File: src/hdl/newton_cube_root_top_macros.svh
// Assertion macros for the cube root block.
// Used by newton_cube_root_top; no other dependencies.
`ifndef NEWTON_CUBE_ROOT_TOP_MACROS_SVH
`define NEWTON_CUBE_ROOT_TOP_MACROS_SVH
`ifndef ASSERT_OFF
`define NCR_ASSERT_NOW(label, ante, cons) \
    label: assert property (@(posedge clk) disable iff (!rst_n) (ante) |-> (cons)) \
        else $error("assertion failed");
`define NCR_ASSERT_NEXT(label, ante, cons) \
    label: assert property (@(posedge clk) disable iff (!rst_n) (ante) |=> (cons)) \
        else $error("assertion failed");
`else
`define NCR_ASSERT_NOW(label, ante, cons)
`define NCR_ASSERT_NEXT(label, ante, cons)
`endif
`endif

File: src/hdl/ncr_pkg.sv
// Shared constants, types and codes for the cube root block.
// No dependencies.
`timescale 1ns / 1ps
package ncr_pkg;
    localparam int FRAC_BITS = 16;
    localparam int DATA_W    = 32;
    localparam int TOL_W     = 31;
    localparam int LIM_W     = 8;
    localparam int STEP_W    = 9;
    localparam int A2_W      = 2 * DATA_W - FRAC_BITS - 1;   // |a|^2 >> FRAC_BITS
    localparam int A2_LO_W   = DATA_W;
    localparam int A2_HI_W   = A2_W - DATA_W;
    localparam int PROD_W    = 2 * DATA_W;
    localparam int ERR_W     = 64;
    localparam int NUM_W     = ERR_W + FRAC_BITS;
    localparam int DEN_W     = A2_W + 2;
    localparam int CNT_W     = $clog2(NUM_W + 1);
    localparam int NA_W      = 43;
    localparam int CAP_BIT   = 40;
    localparam int CFG_IDX_W = 1;

    localparam logic [CFG_IDX_W-1:0] CFG_TOLERANCE = 1'b0;
    localparam logic [CFG_IDX_W-1:0] CFG_ITER_LIMIT = 1'b1;

    localparam logic [1:0] STOP_TOL   = 2'd0;
    localparam logic [1:0] STOP_LIMIT = 2'd1;
    localparam logic [1:0] STOP_FAULT = 2'd2;

    typedef enum logic [3:0] {
        ST_IDLE,
        ST_SQ,
        ST_LO,
        ST_HI,
        ST_SUM,
        ST_CHECK,
        ST_DIV,
        ST_UPD,
        ST_DONE
    } state_t;
endpackage

File: src/hdl/newton_cube_root_top.sv
// Cube root of a signed Q16.16 word by Newton-Raphson iteration.
// A zero input goes straight to the result. Otherwise each update squares, cubes and checks
// the estimate, runs the bit-serial divider and updates the estimate; a final square, cube
// and check come before the result handshake.
// One word at a time: a new word is taken only in idle, after the result handshake; the divider sets the update time.
// Reset (rst_n, async low) returns to idle with tolerance 66 and iteration limit 20.
`timescale 1ns / 1ps
`include "newton_cube_root_top_macros.svh"
module newton_cube_root_top
(
    input  logic                              clk,
    input  logic                              rst_n,
    input  logic                              in_valid,
    output logic                              in_ready,
    input  logic signed [ncr_pkg::DATA_W-1:0] value,
    output logic                              out_valid,
    input  logic                              out_ready,
    output logic signed [ncr_pkg::DATA_W-1:0] root,
    output logic [ncr_pkg::STEP_W-1:0]        steps_taken,
    output logic [1:0]                        stop_reason,
    input  logic                              cfg_valid,
    output logic                              cfg_ready,
    input  logic [ncr_pkg::CFG_IDX_W-1:0]     cfg_index,
    input  logic [ncr_pkg::TOL_W-1:0]         cfg_data
);
    ncr_pkg::state_t state_reg, state_next;

    logic [ncr_pkg::TOL_W-1:0]         tol_reg;
    logic [ncr_pkg::LIM_W-1:0]         lim_reg;
    logic signed [ncr_pkg::DATA_W-1:0] x_reg, x_next;
    logic signed [ncr_pkg::DATA_W-1:0] a_reg, a_next;
    logic [ncr_pkg::STEP_W-1:0]        iter_reg, iter_next;
    logic [1:0]                        reason_reg, reason_next;
    logic [ncr_pkg::A2_W-1:0]          a2_reg, a2_next;
    logic [ncr_pkg::PROD_W-1:0]        plo_reg, plo_next;
    logic signed [ncr_pkg::ERR_W-1:0]  err_reg, err_next;
    logic                              eneg_reg, eneg_next;

    logic [ncr_pkg::DATA_W-1:0]        mag;
    logic [ncr_pkg::DATA_W-1:0]        mul_a, mul_b;
    logic [ncr_pkg::PROD_W-1:0]        prod;
    logic [ncr_pkg::A2_W-1:0]          a2_w;
    logic [ncr_pkg::PROD_W+ncr_pkg::DATA_W-1:0] a3_full;
    logic [ncr_pkg::ERR_W-1:0]         a3_mag;
    logic signed [ncr_pkg::ERR_W-1:0]  a3_s;
    logic [ncr_pkg::ERR_W-1:0]         emag;
    logic                              div_start, div_done;
    logic [ncr_pkg::NUM_W-1:0]         div_num, quo;
    logic [ncr_pkg::DEN_W-1:0]         div_den;
    logic [ncr_pkg::CAP_BIT:0]         q_cap;
    logic signed [ncr_pkg::NA_W-1:0]   na;
    logic                              limit_stop;

    localparam logic signed [ncr_pkg::NA_W-1:0] NA_MAX =
        ncr_pkg::NA_W'({1'b0, {(ncr_pkg::DATA_W-1){1'b1}}});
    localparam logic signed [ncr_pkg::NA_W-1:0] NA_MIN = -NA_MAX - 1;

    ncr_mul u_mul
    (
        .clk  (clk),
        .op_a (mul_a),
        .op_b (mul_b),
        .prod (prod)
    );

    ncr_div u_div
    (
        .clk   (clk),
        .rst_n (rst_n),
        .start (div_start),
        .num   (div_num),
        .den   (div_den),
        .done  (div_done),
        .quo   (quo)
    );

    assign mag  = a_reg[ncr_pkg::DATA_W-1] ? (~a_reg + 1'b1) : a_reg;
    assign a2_w = prod[ncr_pkg::FRAC_BITS +: ncr_pkg::A2_W];
    assign a3_full = {{ncr_pkg::DATA_W{1'b0}}, plo_reg}
                   + {prod, {ncr_pkg::DATA_W{1'b0}}};
    assign a3_mag = a3_full[ncr_pkg::FRAC_BITS +: ncr_pkg::ERR_W];
    assign a3_s   = a_reg[ncr_pkg::DATA_W-1] ? -$signed(a3_mag) : $signed(a3_mag);
    assign emag   = err_reg[ncr_pkg::ERR_W-1] ? (~err_reg + 1'b1) : err_reg;
    assign div_num = {emag, {ncr_pkg::FRAC_BITS{1'b0}}};
    assign div_den = {2'b00, a2_reg} + {1'b0, a2_reg, 1'b0};

    // The quotient is clamped so the estimate update stays in a narrow adder.
    assign q_cap = (quo > ncr_pkg::NUM_W'(1) << ncr_pkg::CAP_BIT)
                 ? {1'b1, {ncr_pkg::CAP_BIT{1'b0}}} : quo[ncr_pkg::CAP_BIT:0];

    always_comb
    begin
        logic signed [ncr_pkg::NA_W-1:0] qs;
        qs = eneg_reg ? -$signed({2'b00, q_cap}) : $signed({2'b00, q_cap});
        na = ncr_pkg::NA_W'(a_reg) - qs;
    end

    always_comb
    begin
        state_next  = state_reg;
        x_next      = x_reg;
        a_next      = a_reg;
        iter_next   = iter_reg;
        reason_next = reason_reg;
        a2_next     = a2_reg;
        plo_next    = plo_reg;
        err_next    = err_reg;
        eneg_next   = eneg_reg;
        mul_a       = mag;
        mul_b       = mag;
        div_start   = 1'b0;
        case (state_reg)
            ncr_pkg::ST_IDLE:
            begin
                if (in_valid)
                begin
                    x_next      = value;
                    a_next      = ncr_pkg::DATA_W'(1) << ncr_pkg::FRAC_BITS;
                    iter_next   = '0;
                    reason_next = ncr_pkg::STOP_TOL;
                    if (value == '0)
                    begin
                        a_next     = '0;
                        state_next = ncr_pkg::ST_DONE;
                    end
                    else
                    begin
                        state_next = ncr_pkg::ST_SQ;
                    end
                end
            end
            ncr_pkg::ST_SQ:
            begin
                state_next = ncr_pkg::ST_LO;
            end
            ncr_pkg::ST_LO:
            begin
                a2_next    = a2_w;
                mul_a      = a2_w[ncr_pkg::A2_LO_W-1:0];
                state_next = ncr_pkg::ST_HI;
            end
            ncr_pkg::ST_HI:
            begin
                mul_a      = ncr_pkg::DATA_W'(a2_reg[ncr_pkg::A2_W-1 -: ncr_pkg::A2_HI_W]);
                plo_next   = prod;
                state_next = ncr_pkg::ST_SUM;
            end
            ncr_pkg::ST_SUM:
            begin
                err_next   = a3_s - ncr_pkg::ERR_W'(x_reg);
                state_next = ncr_pkg::ST_CHECK;
            end
            ncr_pkg::ST_CHECK:
            begin
                eneg_next = err_reg[ncr_pkg::ERR_W-1];
                if (emag < ncr_pkg::ERR_W'(tol_reg))
                begin
                    reason_next = ncr_pkg::STOP_TOL;
                    state_next  = ncr_pkg::ST_DONE;
                end
                else if (iter_reg > ncr_pkg::STEP_W'(lim_reg))
                begin
                    reason_next = ncr_pkg::STOP_LIMIT;
                    state_next  = ncr_pkg::ST_DONE;
                end
                else if (a2_reg == '0)
                begin
                    reason_next = ncr_pkg::STOP_FAULT;
                    state_next  = ncr_pkg::ST_DONE;
                end
                else
                begin
                    div_start  = 1'b1;
                    state_next = ncr_pkg::ST_DIV;
                end
            end
            ncr_pkg::ST_DIV:
            begin
                if (div_done)
                begin
                    state_next = ncr_pkg::ST_UPD;
                end
            end
            ncr_pkg::ST_UPD:
            begin
                if (na > NA_MAX)
                begin
                    a_next = NA_MAX[ncr_pkg::DATA_W-1:0];
                end
                else if (na < NA_MIN)
                begin
                    a_next = NA_MIN[ncr_pkg::DATA_W-1:0];
                end
                else
                begin
                    a_next = na[ncr_pkg::DATA_W-1:0];
                end
                iter_next  = iter_reg + 1'b1;
                state_next = ncr_pkg::ST_SQ;
            end
            ncr_pkg::ST_DONE:
            begin
                if (out_ready)
                begin
                    state_next = ncr_pkg::ST_IDLE;
                end
            end
            default:
            begin
                state_next = ncr_pkg::ST_IDLE;
            end
        endcase
    end

    always_ff @(posedge clk or negedge rst_n)
    begin
        if (!rst_n)
        begin
            state_reg <= ncr_pkg::ST_IDLE;
            tol_reg   <= ncr_pkg::TOL_W'(66);
            lim_reg   <= ncr_pkg::LIM_W'(20);
        end
        else
        begin
            state_reg <= state_next;
            if (cfg_valid && cfg_index == ncr_pkg::CFG_TOLERANCE)
            begin
                tol_reg <= cfg_data;
            end
            if (cfg_valid && cfg_index == ncr_pkg::CFG_ITER_LIMIT)
            begin
                lim_reg <= cfg_data[ncr_pkg::LIM_W-1:0];
            end
        end
    end

    always_ff @(posedge clk)
    begin
        x_reg      <= x_next;
        a_reg      <= a_next;
        iter_reg   <= iter_next;
        reason_reg <= reason_next;
        a2_reg     <= a2_next;
        plo_reg    <= plo_next;
        err_reg    <= err_next;
        eneg_reg   <= eneg_next;
    end

    assign in_ready    = (state_reg == ncr_pkg::ST_IDLE);
    assign out_valid   = (state_reg == ncr_pkg::ST_DONE);
    assign cfg_ready   = 1'b1;
    assign root        = a_reg;
    assign steps_taken = iter_reg;
    assign stop_reason = reason_reg;
    assign limit_stop  = out_valid && (stop_reason == ncr_pkg::STOP_LIMIT);

    `NCR_ASSERT_NOW(a_out_blocks_in, out_valid, !in_ready)
    `NCR_ASSERT_NEXT(a_accept_busy, in_valid && in_ready, !in_ready)
    `NCR_ASSERT_NOW(a_reason_code, out_valid, stop_reason <= ncr_pkg::STOP_FAULT)
    `NCR_ASSERT_NOW(a_limit_count, limit_stop, steps_taken > ncr_pkg::STEP_W'(lim_reg))
endmodule

File: src/hdl/ncr_mul.sv
// Shared unsigned 32x32 multiplier with a registered product.
// Depends on ncr_pkg.
`timescale 1ns / 1ps
module ncr_mul
(
    input  logic                          clk,
    input  logic [ncr_pkg::DATA_W-1:0]    op_a,
    input  logic [ncr_pkg::DATA_W-1:0]    op_b,
    output logic [ncr_pkg::PROD_W-1:0]    prod
);
    logic [ncr_pkg::PROD_W-1:0] prod_reg;

    always_ff @(posedge clk)
    begin
        prod_reg <= {{ncr_pkg::DATA_W{1'b0}}, op_a} * {{ncr_pkg::DATA_W{1'b0}}, op_b};
    end

    assign prod = prod_reg;
endmodule

File: src/hdl/ncr_div.sv
// Restoring divider, one quotient bit per cycle.
// Depends on ncr_pkg.
`timescale 1ns / 1ps
module ncr_div
(
    input  logic                          clk,
    input  logic                          rst_n,
    input  logic                          start,
    input  logic [ncr_pkg::NUM_W-1:0]     num,
    input  logic [ncr_pkg::DEN_W-1:0]     den,
    output logic                          done,
    output logic [ncr_pkg::NUM_W-1:0]     quo
);
    logic [ncr_pkg::DEN_W:0]    rem_reg, rem_next;
    logic [ncr_pkg::NUM_W-1:0]  quo_reg, quo_next;
    logic [ncr_pkg::DEN_W-1:0]  den_reg;
    logic [ncr_pkg::CNT_W-1:0]  cnt_reg, cnt_next;
    logic                       done_reg, done_next;
    logic [ncr_pkg::DEN_W+1:0]  trial;
    logic [ncr_pkg::DEN_W+1:0]  diff;
    logic                       fits;

    always_comb
    begin
        trial     = {rem_reg, quo_reg[ncr_pkg::NUM_W-1]};
        fits      = trial >= {2'b00, den_reg};
        diff      = trial - {2'b00, den_reg};
        rem_next  = rem_reg;
        quo_next  = quo_reg;
        cnt_next  = cnt_reg;
        done_next = 1'b0;
        if (start)
        begin
            rem_next = '0;
            quo_next = num;
            cnt_next = ncr_pkg::CNT_W'(ncr_pkg::NUM_W);
        end
        else if (cnt_reg != '0)
        begin
            rem_next = fits ? diff[ncr_pkg::DEN_W:0] : trial[ncr_pkg::DEN_W:0];
            quo_next = {quo_reg[ncr_pkg::NUM_W-2:0], fits};
            cnt_next = cnt_reg - 1'b1;
            done_next = (cnt_reg == ncr_pkg::CNT_W'(1));
        end
    end

    always_ff @(posedge clk or negedge rst_n)
    begin
        if (!rst_n)
        begin
            cnt_reg  <= '0;
            done_reg <= 1'b0;
        end
        else
        begin
            cnt_reg  <= cnt_next;
            done_reg <= done_next;
        end
    end

    always_ff @(posedge clk)
    begin
        rem_reg <= rem_next;
        quo_reg <= quo_next;
        if (start)
        begin
            den_reg <= den;
        end
    end

    assign done = done_reg;
    assign quo  = quo_reg;
endmodule

File: config.mk
export PLATFORM = sky130hd
export DESIGN_NAME = newton_cube_root_top
export DESIGN_NICKNAME = d
export VERILOG_FILES = /design/src/hdl/ncr_pkg.sv /design/src/hdl/newton_cube_root_top.sv /design/src/hdl/ncr_mul.sv /design/src/hdl/ncr_div.sv
export VERILOG_INCLUDE_DIRS = /design/src /design/src/hdl
export SDC_FILE = /design/constraint.sdc
export NUM_CORES = 2
export LEC_CHECK = 0
export ABC_AREA = 1
export BUFFER_PORTS_ARGS = -buffer_cell sky130_fd_sc_hd__buf_4
export CAP_MARGIN = 20
export CORE_ASPECT_RATIO = 0.6
export CORE_MARGIN = 4
export CORE_UTILIZATION = 25
export DETAILED_ROUTE_END_ITERATION = 7
export PLACE_DENSITY = 0.38
export SLEW_MARGIN = 20
export SYNTH_ARGS = -nofsm -noshare
export SYNTH_HDL_FRONTEND = slang
export SYNTH_SLANG_ARGS = --single-unit
File: constraint.sdc
create_clock -name clk -period 32.6 [get_ports clk]
set_input_delay 3.26 -clock clk [delete_from_list [all_inputs] [get_ports clk]]
set_output_delay 3.26 -clock clk [all_outputs]
set_load 0.05 [all_outputs]
==> impl_metrics.ini <==
[run_status]
status = complete, no violations

[synthesis]
synth_nets = 11752
ys_warn_count = 0
synthesis.area_um2 = 76100
synth_top_family_by_area = adder cells
synth_most_common_cell = nand2_1
post_synthesis_register_bit_count = 529
syn_inst = 10217
netlist_top_cells_area = fa_1, edfxtp_1, nand2_1
ys_top_cells_by_count = nand2_1, inv_1, nor2_1
post_synth_xor_area_fraction = 0.0450
yosysTopAreaCellShare = 0.237
synth_cell_type_count = 76
synth_adder_area_share = 0.330
synth-simple-area-share = 0.233
synth_compound_area_frac = 0.0860
synth_enable_flop_cells = 348
synth.avg_cell_area_um2 = 7.45
synth.mux.area_fraction = 0
synth_sequential_area_ratio = 0.188
asyncSetResetFlopFracSynth = 0.0964
synth_flop_cell = edfxtp_1
synth_top_cell_by_area = fa_1

[worst_setup_path]
crit_path_top_delay_cell = inv_1
cp.arrival_ns = 12.37
crit_path_launch_type = flop
worst-path-buf-inv = 12
crit_required_ns = 33.17
cpLargestDelayFamily = adder cells
worst_setup_end_kind = flop
critical_path.most_common_cell = inv_1
timing.critical_path.slowest_cell_delay_ns = 0.79
timing.setup.critical_path_class = reg -> reg
cp_max_fo = 39

[clock_network]
clock_sink_count = 529
post_cts_hold_buffer_count = 0
clk_path_buf_depth = 3
cts-htree-levels = 3
cts-buffers-inserted = 67
number_of_setup_buffers_added_after_cts = 0
cts.reportedPaths.clkPinSlew_ns = 0.07
worstSkewPairLatency_ns = 0.68
tritoncts = yes
clock_root_buffer = clkbuf_16
ctsResizeCount = 0

[sta]
clock-skew-final_ns = 0.0673
finalSetupTns_ns = 0
total_setup_violations_reported_at_the_end_of_the_flow = 0
timing.final.crit_period_ns = 11.80
report.final.hold_viol_count = 0
timing.final.max_slew_violations = 0
maxClockFrequency_mhz = 84.7
tightest_slew_ns = 1.08
timing.final.crit_share = 0.362
unrepaired_setup_endpoints_after_global_routing = no
slew_limit_headroom = 0.277

[placed_design]
placedInstanceArea_um2 = 81800
port_buffers = 113
gp_congestion = 0.957
hpwl_mm = 298

[floorplanning]
die_w_um = 720
starting_density_of_the_core = 0.252
rows = 156
design.portCount = 115
die_y_um = 435
dieArea_um2 = 314000
placeableCoreArea_um2 = 302000

[global_route]
via_count_of_the_first_global_routing_pass = 66460
global_route.usage.total = 0.219
wire_length_of_the_first_global_routing_pass_mm = 499
global_route.overflow_total = 0
antenna_found_initial = 31
grt_max_degree = 91

[finish]
area_growth_syn_to_layout_pct = 10.7
fraction_of_final_layout_cells_with_drive_strength_greater_than_1 = 0.0508
layout.nets = 11796
largest_register_ffs = 80
diodes = 0
stdcell_area_um2 = 84200

[drt]
detail_route.first_pass.iterations = 6
drt_iter0_markers = 7581
detail_route.wl_per_cell_um = 24.4
detailroute.via_count = 69004
detail-route-antenna-nets = 0
post_drt_via_cell_ratio = 4.81
route.detailed.drc = 0
drt_wl_total_mm = 351

[min_path]
holdCritPathClass = reg -> reg

[run]
max_cap_violations = 0
## cells by family after synthesis
group,count (synthesis)
flip-flops,529
other,1
buffers and inverters,2331
AND/OR/NAND/NOR,4352
AO/OA/AOI/OAI,1149
adder cells (fa/ha/maj),1466
XOR/XNOR,389
## final cells by class
class                   instances  area (µm²)
multi-input cells            7357       53000
flip-flops and latches        529       14300
fillers                     33368      218000
well taps                    4029        5040
clock inverters                40         475
inverters                    2072        7790
clock buffers                  83        1810
repair buffers                234        1800
## worst paths after layout
| kind | start | end | slack (ns) | cells after the start |
|---|---|---|---|---|
| hold reg to reg | u_mul.prod[63]$_DFF_P_ | plo_reg[63]$_DFFE_PN_ | 0.42 | 0 |
| min in group asynchronous | rst_n | tol_reg[29]$_DFFE_PN0P_ | 2.67 | 1 |
| hold / removal | u_mul.prod[63]$_DFF_P_ | plo_reg[63]$_DFFE_PN_ | 0.42 | 0 |
| setup / recovery | root[31]$_SDFFCE_PN0P_ | u_mul.prod[38]$_DFF_P_ | 20.80 | 34 |
| max in group asynchronous | rst_n | state_reg[0]$_DFFE_PN0P_ | 29.33 | 1 |
| setup reg to reg | root[31]$_SDFFCE_PN0P_ | u_mul.prod[38]$_DFF_P_ | 20.80 | 34 |
## per-stage QoR
step | hold WS, ns | cells | worst slack [ns] | util
finish | 0.418 | 14344 | 20.80 | 0.279
CTS | 0.419 | 14341 | 21.07 | 0.278
floorplan | 0.386 | 10217 | 22.27 | -
detailed placement | 0.405 | 14218 | 21.14 | 0.271
global placement | 0.410 | 14218 | 21.06 | 0.271
global route | 0.430 | 14344 | 20.27 | 0.279
## per-layer routing
metal	GRT usage	up-vias	part of all wire	wire, µm
met3	0.0672	176	0.11	37800
met4	0.0207	4	0.0092	3220
li1	-	31747	-	-
met1	0.368	34447	0.53	187000
met2	0.268	2630	0.35	123000
met5	0	-	0.000060	21
## worst reg2reg max path, delay by kind of cell (launching register included)
kind                       cells  cell delay, ns
xor gates and xnor gates       1            0.13
buffers and inverters         12            3.01
and+or+nand+nor                4            0.98
DFF                            1            0.73
AOI/OAI and AO/OA              8            2.59
adders and majority gates      9            4.26
## cells in the final DEF, fill, tap and decap left out, drive strengths merged, types with 7 or more instances in the layout
cell type / n
clkbuf: 83
nand2: 2124
dfxtp: 130
and3: 7
a21boi: 17
a21o: 25
o21ai: 381
o31ai: 11
nor3: 76
o211ai: 29
dfrtp: 47
ha: 565
buf: 234
a31oi: 81
xor2: 238
fa: 901
or2: 20
nand4: 138
a21oi: 489
inv: 2070
edfxtp: 348
nand3b: 19
a211oi: 7
nor4: 35
o21bai: 28
o21a: 22
xnor2: 151
nor2: 1565
clkinv: 35
nand3: 358
o22ai: 28
o41ai: 10
Power is left out: the tool's default activity adds up to more than one toggle a clock period on the data nets, which glitch-free logic cannot reach.
